===== src/rtl/core/histeq_pkg.sv =====
package histeq_pkg;

  // Pixel and histogram geometry.
  localparam int PIX_W = 8;
  localparam int BINS  = 1 << PIX_W;

  // Largest number of pixels that the histogram counts before it saturates.
  localparam int MAX_PIXELS = 1048576;
  localparam int CNT_W      = $clog2(MAX_PIXELS + 1);

  // Divider sizing: the numerator is 510*cum + count, at most 511*count.
  localparam int NUM_W = CNT_W + 9;
  localparam int DEN_W = CNT_W + 1;
  localparam int Q_W   = PIX_W;

  // Item kinds.
  localparam logic [1:0] KIND_CLEAR = 2'd0;
  localparam logic [1:0] KIND_COUNT = 2'd1;
  localparam logic [1:0] KIND_MAP   = 2'd2;

  // Request to the shared divider.
  typedef struct packed {
    logic             start;
    logic [NUM_W-1:0] num;
    logic [DEN_W-1:0] den;
  } div_req_t;

  // Status from the shared divider.
  typedef struct packed {
    logic           done;
    logic [Q_W-1:0] quotient;
  } div_rsp_t;

endpackage


===== src/rtl/core/histeq_div.sv =====
module histeq_div (
  input  logic                 clk,
  input  logic                 rst,
  input  histeq_pkg::div_req_t req,
  output histeq_pkg::div_rsp_t rsp
);
  import histeq_pkg::*;

  localparam int STEP_W = $clog2(Q_W + 1);

  logic [NUM_W-1:0]  rem;
  logic [NUM_W-1:0]  dsh;
  logic [Q_W-1:0]    quo;
  logic [STEP_W-1:0] steps;
  logic              done;
  logic [NUM_W:0]    diff;

  // One trial subtraction per cycle, most significant quotient bit first.
  assign diff = {1'b0, rem} - {1'b0, dsh};

  always_ff @(posedge clk) begin
    if (rst) begin
      steps <= '0;
      done  <= 1'b0;
    end else if (req.start) begin
      rem   <= req.num;
      dsh   <= NUM_W'(req.den) << (Q_W - 1);
      quo   <= '0;
      steps <= STEP_W'(Q_W);
      done  <= 1'b0;
    end else if (steps != '0) begin
      if (!diff[NUM_W]) begin
        rem <= diff[NUM_W-1:0];
        quo <= {quo[Q_W-2:0], 1'b1};
      end else begin
        quo <= {quo[Q_W-2:0], 1'b0};
      end
      dsh   <= dsh >> 1;
      steps <= steps - 1'b1;
      done  <= (steps == STEP_W'(1));
    end else begin
      done <= 1'b0;
    end
  end

  assign rsp.done     = done;
  assign rsp.quotient = quo;

endmodule


===== config.mk =====
export PLATFORM = sky130hd
export DESIGN_NAME = histeq_div
export DESIGN_NICKNAME = d
export VERILOG_FILES = /design/src/rtl/core/histeq_pkg.sv /design/src/rtl/core/histeq_div.sv
export SDC_FILE = /design/constraint.sdc
export NUM_CORES = 1
export LEC_CHECK = 0
export BUFFER_PORTS_ARGS = -buffer_cell sky130_fd_sc_hd__buf_2
export CAP_MARGIN = 30
export CORE_AREA = 5 5 114 116
export DETAILED_ROUTE_END_ITERATION = 10
export DIE_AREA = 0 0 119 121
export PLACE_DENSITY = 0.56
export SKIP_LAST_GASP = 1
export SLEW_MARGIN = 20
export SYNTH_ARGS = -nofsm -noshare
export SYNTH_HDL_FRONTEND = slang
export SYNTH_SLANG_ARGS = --single-unit

===== constraint.sdc =====
create_clock -name clk -period 6 [get_ports clk]
set_clock_uncertainty 0.2 [all_clocks]
set_input_delay 0.6 -clock clk [delete_from_list [all_inputs] [get_ports clk]]
set_output_delay 0.6 -clock clk [all_outputs]
set_load 0.03 [all_outputs]

==> impl_metrics.py, run 1 <==
metrics = {
    "synth": {
        "synth-compound-area-share_pct": 19.2,
        "yosys.cell_count.top_type": "nand2_1",
        "synth_area_um2": 4610,
        "syn_inst": 488,
        "synthTopCellsByCount": "nand2_1 (74), edfxtp_1 (67), o21ai_0 (62)",
        "synth_edf_count": 67,
        "synth_mux_area_share_pct": 0.244,
        "yosys_most_used_dff": "edfxtp_1",
        "synth-simple-area-share_pct": 15.2,
        "async_flop_share_pct": 0,
        "netlist.area_leader.share_pct": 43.6,
        "ys_seq_elements": 72,
        "yosysUniqueCellTypes": 56,
        "synth_top_family_by_area": "compound AO/OA/AOI/OAI gates",
        "avgSynthCellArea_um2": 9.45,
        "synth_fa_ha_area_share_pct": 9.12,
        "syn-num-nets": 576,
        "yosysWarnings": 0,
        "synth-xor-area-share_pct": 5.51,
        "synth_area_leaders": "edfxtp_1 (44%), ha_1 (8.7%), o21ai_0 (6.7%), nand2_1 (6.0%), xnor2_1 (4.0%)",
        "ys_seq_area_share_pct": 45.8,
        "synth_top_area_cell": "edfxtp_1",
    },
    "setup_path": {
        "crit_path_start_kind": "register",
        "reg2reg_depth": 10,
        "worstPathRequired_ns": 5.78,
        "rr_endpoint": "rem[4]",
        "worstSetupStartpoint": "dsh[0]",
        "worstPathCellList": "ha_1, fa_1, nand2b_1, a21o_1, a311o_1, o21ba_2, o21ai_1, a221oi_1, a21boi_2, buf_4",
        "r2r_slack_ns": 2.55,
        "reg2reg_from": "dsh[0]",
        "slowest_delay_ns": 0.40,
        "path_class": "reg -> reg",
        "arrival_ns": 3.24,
        "cp-end-kind": "register",
        "crit_path_max_fanout": 30,
        "cpMaxStageDelayCell": "fa_1",
        "crit_end": "rem[4]",
    },
    "die": {
        "die_h_um": 121,
        "initial_utilization_pct": 39.0,
        "die_area_um2": 14400,
        "core_um2": 11800,
        "ios": 64,
        "die_w_um": 119,
        "num_rows": 40,
    },
    "routing": {
        "via_count": 3620,
        "drtIter0Drc": 188,
        "wl_met2_um": 4610,
        "maxUsedRoutingLayer": "met4",
        "wl_per_cell_um": 14.5,
        "drc": 0,
        "wl_met3_um": 404,
        "wirelength_um": 10100,
        "vias_per_cell": 5.19,
        "drt-met1-wl_um": 4820,
        "drt_first_pass_iters": 4,
        "ant_nets": 0,
    },
    "sta": {
        "min_period_over_period_pct": 57.5,
        "final_max_slew_viol_count": 0,
        "worst_pin_slew_ns": 0.651,
        "fmax_mhz": 290,
        "setup_tns_ns": 0,
        "finalSetupViolCount": 0,
        "hold_viol_final": 0,
        "relSlewSlack_pct": 56.1,
        "rsz0062_at_grt": "false",
        "min_period_ns": 3.45,
    },
    "place": {
        "globalplace.congestion": 0.861,
        "portBuffers": 63,
        "hpwl_um": 7560,
    },
    "pwr": {
        "p_leak_uw": 0.00219,
        "ir_drop_uv": 165,
        "p_per_area_nw_per_um2": 388,
        "report.power.total_uw": 2070,
    },
    "cts": {
        "clk_latency_ns": 0.33,
        "cts-htree-levels": 3,
        "clock_path_buffers": 2,
        "clk_transition_reported_paths_ns": 0.06,
        "numClockSinks": 72,
        "cts_tree": "yes",
        "cts_root_buf": "clkbuf_16",
        "hold_buffers": 0,
        "cts-resized-gates": 0,
        "numCtsBuffers": 9,
        "cts_setup_buffers": 0,
    },
    "global_route": {
        "grt_pass1_vias": 3694,
        "grt_max_degree": 63,
        "antenna_found_initial": 0,
        "grt_remaining_overflow": 0,
        "grt_usage_pct": 14.3,
        "grt_pass1_wl_um": 16900,
    },
    "min_path": {
        "worst_hold_path_type": "reg -> reg",
        "worst_hold_startpoint": "steps[1]",
    },
    "layout": {
        "syn_to_final_growth_pct": 16.2,
        "drive_above_1_share_pct": 16.7,
        "n_fill_cell": 1186,
        "layout.nets": 633,
        "antenna_cells": 0,
    },
    "job": {
        "cap_violations": 0,
    },
    "outcome": {
        "status": "complete, no violations",
    },
}
[state kept, by name, indices dropped and copies added, names as in the netlist]
| register | flops |
|---|---|
| quo | 8 |
| dsh | 29 |
| steps | 4 |
| rem | 30 |
| done | 1 |
[logic make-up (layout without fill, tap and decap cells)]
family	count (synthesis)	count (layout)
AOI/OAI and AO/OA	144	144
xor gates and xnor gates	29	29
adders and majority gates	33	33
buffers and inverters	55	117
DFF	72	72
muxes	1	1
and+or+nand+nor	154	154
[metal layers]
| metal | up-vias | global-route usage [%] |
|---|---|---|
| li1 | 1852 | - |
| met5 | - | 0 |
| met3 | 22 | 3.36 |
| met2 | 83 | 23.5 |
| met1 | 1663 | 18.2 |
| met4 | 0 | 5.79 |
[placed cells by master (no fill, tap or decap), drive strengths merged, types with 4 or more instances in the layout]
| cell | n |
|---|---|
| nand2 | 74 |
| o21ai | 71 |
| edfxtp | 67 |
| buf | 66 |
| inv | 35 |
| ha | 32 |
| nor2 | 32 |
| a21oi | 29 |
| xnor2 | 21 |
| clkbuf | 11 |
| nor2b | 10 |
| a21o | 9 |
| xor2 | 8 |
| nand4 | 7 |
| o21bai | 5 |
| nand2b | 5 |
| and2 | 5 |
| dfxtp | 5 |
| nor3 | 4 |
| nand3 | 4 |
| a21boi | 4 |
[worst max-delay path: cells and delay by family (launching register included)]
| family | cells | cell delay [ns] |
|---|---|---|
| compound gates | 6 | 1.32 |
| buf+inv | 1 | 0.40 |
| simple gates | 1 | 0.18 |
| fa+ha+maj | 2 | 0.62 |
| flops | 1 | 0.37 |
[layout make-up]
| type | instances | area, um2 | area share [%] |
|---|---|---|---|
| clock buffer | 11 | 233 | 4.35 |
| clock inverter | 5 | 57.6 | 1.08 |
| inverter | 35 | 131 | 2.45 |
| multi-input combinational | 361 | 2280 | 42.7 |
| sequential | 72 | 2110 | 39.4 |
| tap | 147 | 184 | 3.44 |
| timing repair buffer | 66 | 353 | 6.59 |
[worst min-delay path by stage]
stage | end | cells past startpoint
finish | steps[1] | 2
global route | steps[0] | 2
CTS | steps[0] | 2
detailed placement | steps[1] | 2
global placement | steps[1] | 2
floorplan | steps[1] | 2
[metrics by stage]
| step | hold slack (ns) | area [um2] | util [%] | setup slack, ns | std cells |
|---|---|---|---|---|---|
| 2_1_floorplan | 0.288 | 4610 | - | 0.565 | 488 |
| 3_3_place_gp | 0.304 | 5040 | 42.7 | 2.65 | 680 |
| 3_5_place_dp | 0.309 | 5060 | 42.9 | 2.54 | 681 |
| 4_1_cts | 0.313 | 5350 | 45.3 | 2.53 | 697 |
| 5_1_grt | 0.329 | 5350 | 45.3 | 2.36 | 697 |
| 6_report | 0.316 | 5350 | 45.3 | 2.55 | 697 |
[report_power, final]
group / switching, uW / internal (uW) / leakage [uW]
clock network: 205 / 321 / 0.000132
registers: 31.2 / 679 / 0.000691
logic: 500 / 338 / 0.00137
total: 736 / 1340 / 0.00219
Note: power is estimated with default switching activity, not from simulation.
==> inputs of run 2 (changes only) <==
clock period = 3.2 ns   (was 6 ns; I/O delays follow)
==> impl_metrics.py, run 2 (synthesis results as in run 1) <==
metrics = {
    "setup_path": {
        "cp-end-kind": "register",
        "reg2reg_from": "dsh[0]",
        "path_class": "reg -> reg",
        "worstPathRequired_ns": 3.04,
        "r2r_slack_ns": 0.10,
        "rr_endpoint": "rem[17]",
        "crit_path_max_fanout": 9,
        "arrival_ns": 2.93,
        "reg2reg_depth": 10,
        "crit_path_start_kind": "register",
    },
    "global_route": {
        "grt_usage_pct": 14.6,
        "grt_remaining_overflow": 0,
        "grt_max_degree": 68,
        "grt_pass1_wl_um": 16900,
        "antenna_found_initial": 0,
        "grt_pass1_vias": 3643,
    },
    "place": {
        "hpwl_um": 7880,
        "post-place-ws_ns": 0.111,
        "globalplace.congestion": 0.874,
        "portBuffers": 63,
    },
    "cts": {
        "clk_latency_ns": 0.34,
        "clk_transition_reported_paths_ns": 0.06,
        "clock_path_buffers": 2,
        "cts_tree": "yes",
        "cts-htree-levels": 3,
        "cts-resized-gates": 0,
        "numCtsBuffers": 9,
        "cts_setup_buffers": 0,
        "numClockSinks": 72,
        "hold_buffers": 0,
        "cts_root_buf": "clkbuf_16",
    },
    "routing": {
        "drc": 0,
        "wl_per_cell_um": 14.6,
        "ant_nets": 0,
        "via_count": 3609,
        "drtIter0Drc": 219,
        "drt_first_pass_iters": 4,
        "vias_per_cell": 5.16,
        "wirelength_um": 10300,
    },
    "pwr": {
        "p_per_area_nw_per_um2": 728,
        "report.power.total_uw": 3930,
        "ir_drop_uv": 265,
        "p_leak_uw": 0.00223,
    },
    "sta": {
        "finalSetupViolCount": 0,
        "min_period_over_period_pct": 96.7,
        "fmax_mhz": 323,
        "timing.final.ws_setup_ns": 0.104,
        "final_max_slew_viol_count": 0,
        "rsz0062_at_grt": "true",
        "worst_pin_slew_ns": 0.572,
        "min_period_ns": 3.10,
        "setup_tns_ns": 0,
        "hold_viol_final": 0,
        "relSlewSlack_pct": 61.9,
    },
    "layout": {
        "final_common_cell": "nand2_1",
        "largest_register_ffs": 30,
        "n_fill_cell": 1194,
        "drive_above_1_share_pct": 17.9,
        "largest_register": "rem",
        "final-seq-area_um2": 2110,
        "multiInputGateArea_um2": 2310,
        "layout_common_cells": "nand2_1 (74), edfxtp_1 (67), o21ai_0 (62), buf_2 (62), inv_1 (35)",
        "syn_to_final_growth_pct": 17.2,
        "antenna_cells": 0,
        "layout.nets": 636,
        "reg_top3": "rem: 30 flops, dsh: 29 flops, quo: 8 flops",
    },
    "job": {
        "cap_violations": 0,
    },
    "min_path": {
        "worst_hold_startpoint": "rst",
        "holdPathEnd": "steps[0]",
        "worst_hold_path_type": "in -> reg",
        "hold_path_depth": 2,
    },
    "die": {
        "initial_utilization_pct": 39.0,
        "ios": 64,
        "die_area_um2": 14400,
        "num_rows": 40,
        "die_h_um": 121,
        "die_w_um": 119,
        "core_um2": 11800,
    },
    "outcome": {
        "status": "complete, no violations",
    },
}
run 2: cell type report:
| type | instances | share of cell area [%] |
|---|---|---|
| multi-input combinational | 361 | 42.8 |
| clock buffer | 12 | 4.56 |
| timing repair buffer | 69 | 6.86 |
| inverter | 35 | 2.43 |
| tap | 147 | 3.41 |
| sequential | 72 | 39.1 |
| clock inverter | 4 | 0.834 |
run 2: worst max-delay path, stage by stage (launching register included):
cell      delay (ns)
edfxtp_1        0.37
ha_2            0.20
fa_2            0.35
nand2b_1        0.18
a21o_1          0.18
a311o_1         0.32
o21ba_4         0.25
o21ai_2         0.20
a221oi_2        0.11
a21boi_4        0.21
buf_4           0.22
run 2: report_power, final:
| group | switching [uW] | total [uW] | internal [uW] |
|---|---|---|---|
| combinational | 960 | 1620 | 657 |
| sequential | 57.8 | 1330 | 1270 |
| clock | 366 | 986 | 620 |
| total | 1380 | 3930 | 2550 |
run 2: metrics by stage:
step / std cells / util [%] / cell area (um2) / hold slack [ns]
floorplan: 488 / - / 4640 / 0.193
global placement: 684 / 43.2 / 5100 / 0.303
detailed placement: 684 / 43.2 / 5100 / 0.319
CTS: 700 / 45.7 / 5390 / 0.0241
global route: 700 / 45.7 / 5400 / 0.0496
finish: 700 / 45.7 / 5400 / 0.0368
run 2: per-layer routing:
| layer | vias up | global-route usage [%] | share of wire [%] |
|---|---|---|---|
| li1 | 1851 | - | - |
| met1 | 1641 | 18.4 | 47 |
| met2 | 96 | 23.8 | 45 |
| met3 | 21 | 4.38 | 4.9 |
| met4 | 0 | 5.50 | 2.4 |
| met5 | - | 0 | 0 |
run 2: worst max path at each step:
stage	end	from	slack (ns)
final	rem[17]	dsh[0]	0.10
after global routing	rem[14]	dsh[0]	-0.01
after CTS	rem[18]	dsh[0]	0.07
after detailed placement	rem[24]	dsh[0]	0.11
after global placement	rem[18]	dsh[0]	0.21
after floorplan	rem[0]	dsh[0]	0.01
==> inputs of run 3 (changes only) <==
MAX_ROUTING_LAYER = met4   (was not set)
==> impl_metrics.py, run 3 (synthesis results as in run 1) <==
metrics = {
    "die": {
        "die_w_um": 119,
        "initial_utilization_pct": 39.0,
        "num_rows": 40,
        "die_h_um": 121,
        "ios": 64,
        "die_area_um2": 14400,
        "core_um2": 11800,
    },
    "routing": {
        "wirelength_um": 10600,
        "via_count": 3624,
        "drc": 0,
        "ant_nets": 0,
        "drtIter0Drc": 260,
        "wl_per_cell_um": 15.1,
        "drt_first_pass_iters": 4,
        "vias_per_cell": 5.18,
    },
    "pwr": {
        "ir_drop_uv": 269,
        "p_per_area_nw_per_um2": 731,
        "p_leak_uw": 0.00223,
        "report.power.total_uw": 3950,
    },
    "place": {
        "post-place-ws_ns": 0.117,
        "place_inst": 684,
        "portBuffers": 63,
        "hpwl_um": 8060,
        "globalplace.congestion": 0.884,
    },
    "setup_path": {
        "arrival_ns": 2.94,
        "reg2reg_depth": 10,
        "rr_endpoint": "rem[8]",
        "path_class": "reg -> reg",
        "crit_path_max_fanout": 10,
        "reg2reg_from": "dsh[0]",
        "slowest_delay_ns": 0.37,
        "r2r_slack_ns": 0.09,
        "cpMaxStageDelayCell": "edfxtp_1",
        "cp-end-kind": "register",
        "crit_path_start_kind": "register",
        "worstPathRequired_ns": 3.03,
        "worstPathCellList": "ha_2, fa_2, nand2b_1, a21o_1, a311o_1, o21ba_4, o21ai_2, a221oi_2, a21boi_4, buf_4",
    },
    "sta": {
        "fmax_mhz": 322,
        "rsz0062_at_grt": "true",
        "final_max_slew_viol_count": 0,
        "finalSetupViolCount": 0,
        "relSlewSlack_pct": 61.7,
        "min_period_ns": 3.11,
        "worst_hold_slack_ns": 0.0479,
        "hold_viol_final": 0,
        "timing.final.ws_setup_ns": 0.0946,
        "min_period_over_period_pct": 97.0,
        "worst_pin_slew_ns": 0.574,
    },
    "cts": {
        "cts_root_buf": "clkbuf_16",
        "clock_path_buffers": 2,
        "cts_tree": "yes",
        "clk_latency_ns": 0.34,
        "cts_setup_buffers": 0,
        "numClockSinks": 72,
        "clk_transition_reported_paths_ns": 0.06,
        "numCtsBuffers": 9,
        "cts-htree-levels": 3,
    },
    "min_path": {
        "holdPathEnd": "steps[3]",
        "worst_hold_startpoint": "rst",
        "hold_path_depth": 2,
        "worst_hold_path_type": "in -> reg",
    },
    "layout": {
        "largest_register_ffs": 30,
        "layout.nets": 636,
        "reg_top3": "rem: 30 flops, dsh: 29 flops, quo: 8 flops",
        "drive_above_1_share_pct": 18.3,
        "syn_to_final_growth_pct": 17.3,
        "n_fill_cell": 1213,
        "largest_register": "rem",
        "layout_common_cells": "nand2_1 (74), edfxtp_1 (67), o21ai_0 (62), buf_2 (62), inv_1 (35)",
        "final_common_cell": "nand2_1",
        "final_util_pct": 45.8,
        "final_cells": 700,
        "antenna_cells": 0,
    },
    "global_route": {
        "grt_usage_pct": 15.5,
        "grt_pass1_wl_um": 17400,
        "grt_pass1_vias": 3665,
        "grt_remaining_overflow": 0,
        "grt_max_degree": 67,
        "antenna_found_initial": 0,
    },
    "job": {
        "cap_violations": 0,
    },
    "outcome": {
        "status": "complete, no violations",
    },
}
-- run 3: changes by cell type in the layout (fill, tap and decap cells not counted) --
cell,change
clkbuf_1,-2
clkinvlp_4,+2
buf_4,+1
buf_6,-1
bufinv_16,-1
clkbuf_16,+1
clkbuf_8,+1
clkinv_2,-1
-- run 3: power by group --
group,internal (uW),switching (uW)
combinational,653,960
sequential,1270,58.3
clock,612,399
total,2540,1420
-- run 3: layer usage --
layer	global-route usage [%]	wire, um	vias up
met4	4.63	126	0
met2	25.1	4890	77
met5	-	0	-
met3	4.10	472	11
li1	-	-	1856
met1	19.1	5070	1680
-- run 3: what timing repair did --
action	4_1_cts	5_1_grt
resized for setup	0	1
hold buffers	0	0
setup endpoints to repair	0	30
-- run 3: layout make-up --
type | count | area, um2 | area share [%]
clock buffer | 12 | 278 | 5.14
clock inverter | 4 | 25.0 | 0.463
inverter | 35 | 131 | 2.43
multi-input combinational | 361 | 2310 | 42.7
sequential | 72 | 2110 | 39.0
tap | 147 | 184 | 3.40
timing repair buffer | 69 | 367 | 6.78
-- run 3: critical path, delay by kind of cell, from the launching register on --
family,cells,cell delay (ns)
compound gates,6,1.26
fa+ha+maj,2,0.55
buf+inv,1,0.23
flops,1,0.37
simple gates,1,0.18
-- run 3: worst max-delay path by stage --
| stage | end | slack [ns] | cells past startpoint | start |
|---|---|---|---|---|
| after floorplan | rem[0] | 0.01 | 9 | dsh[0] |
| after global placement | rem[18] | 0.21 | 10 | dsh[0] |
| after detailed placement | rem[19] | 0.12 | 10 | dsh[0] |
| after CTS | rem[19] | 0.11 | 10 | dsh[0] |
| after global routing | rem[8] | -0.04 | 10 | dsh[0] |
| final | rem[8] | 0.09 | 10 | dsh[0] |
-- run 3: through the flow --
step           TNS (ns)  cell area (um2)
5_1_grt          -0.465             5410
3_5_place_dp          0             5100
4_1_cts               0             5410
2_1_floorplan         0             4640
6_report              0             5410
3_3_place_gp          0             5100
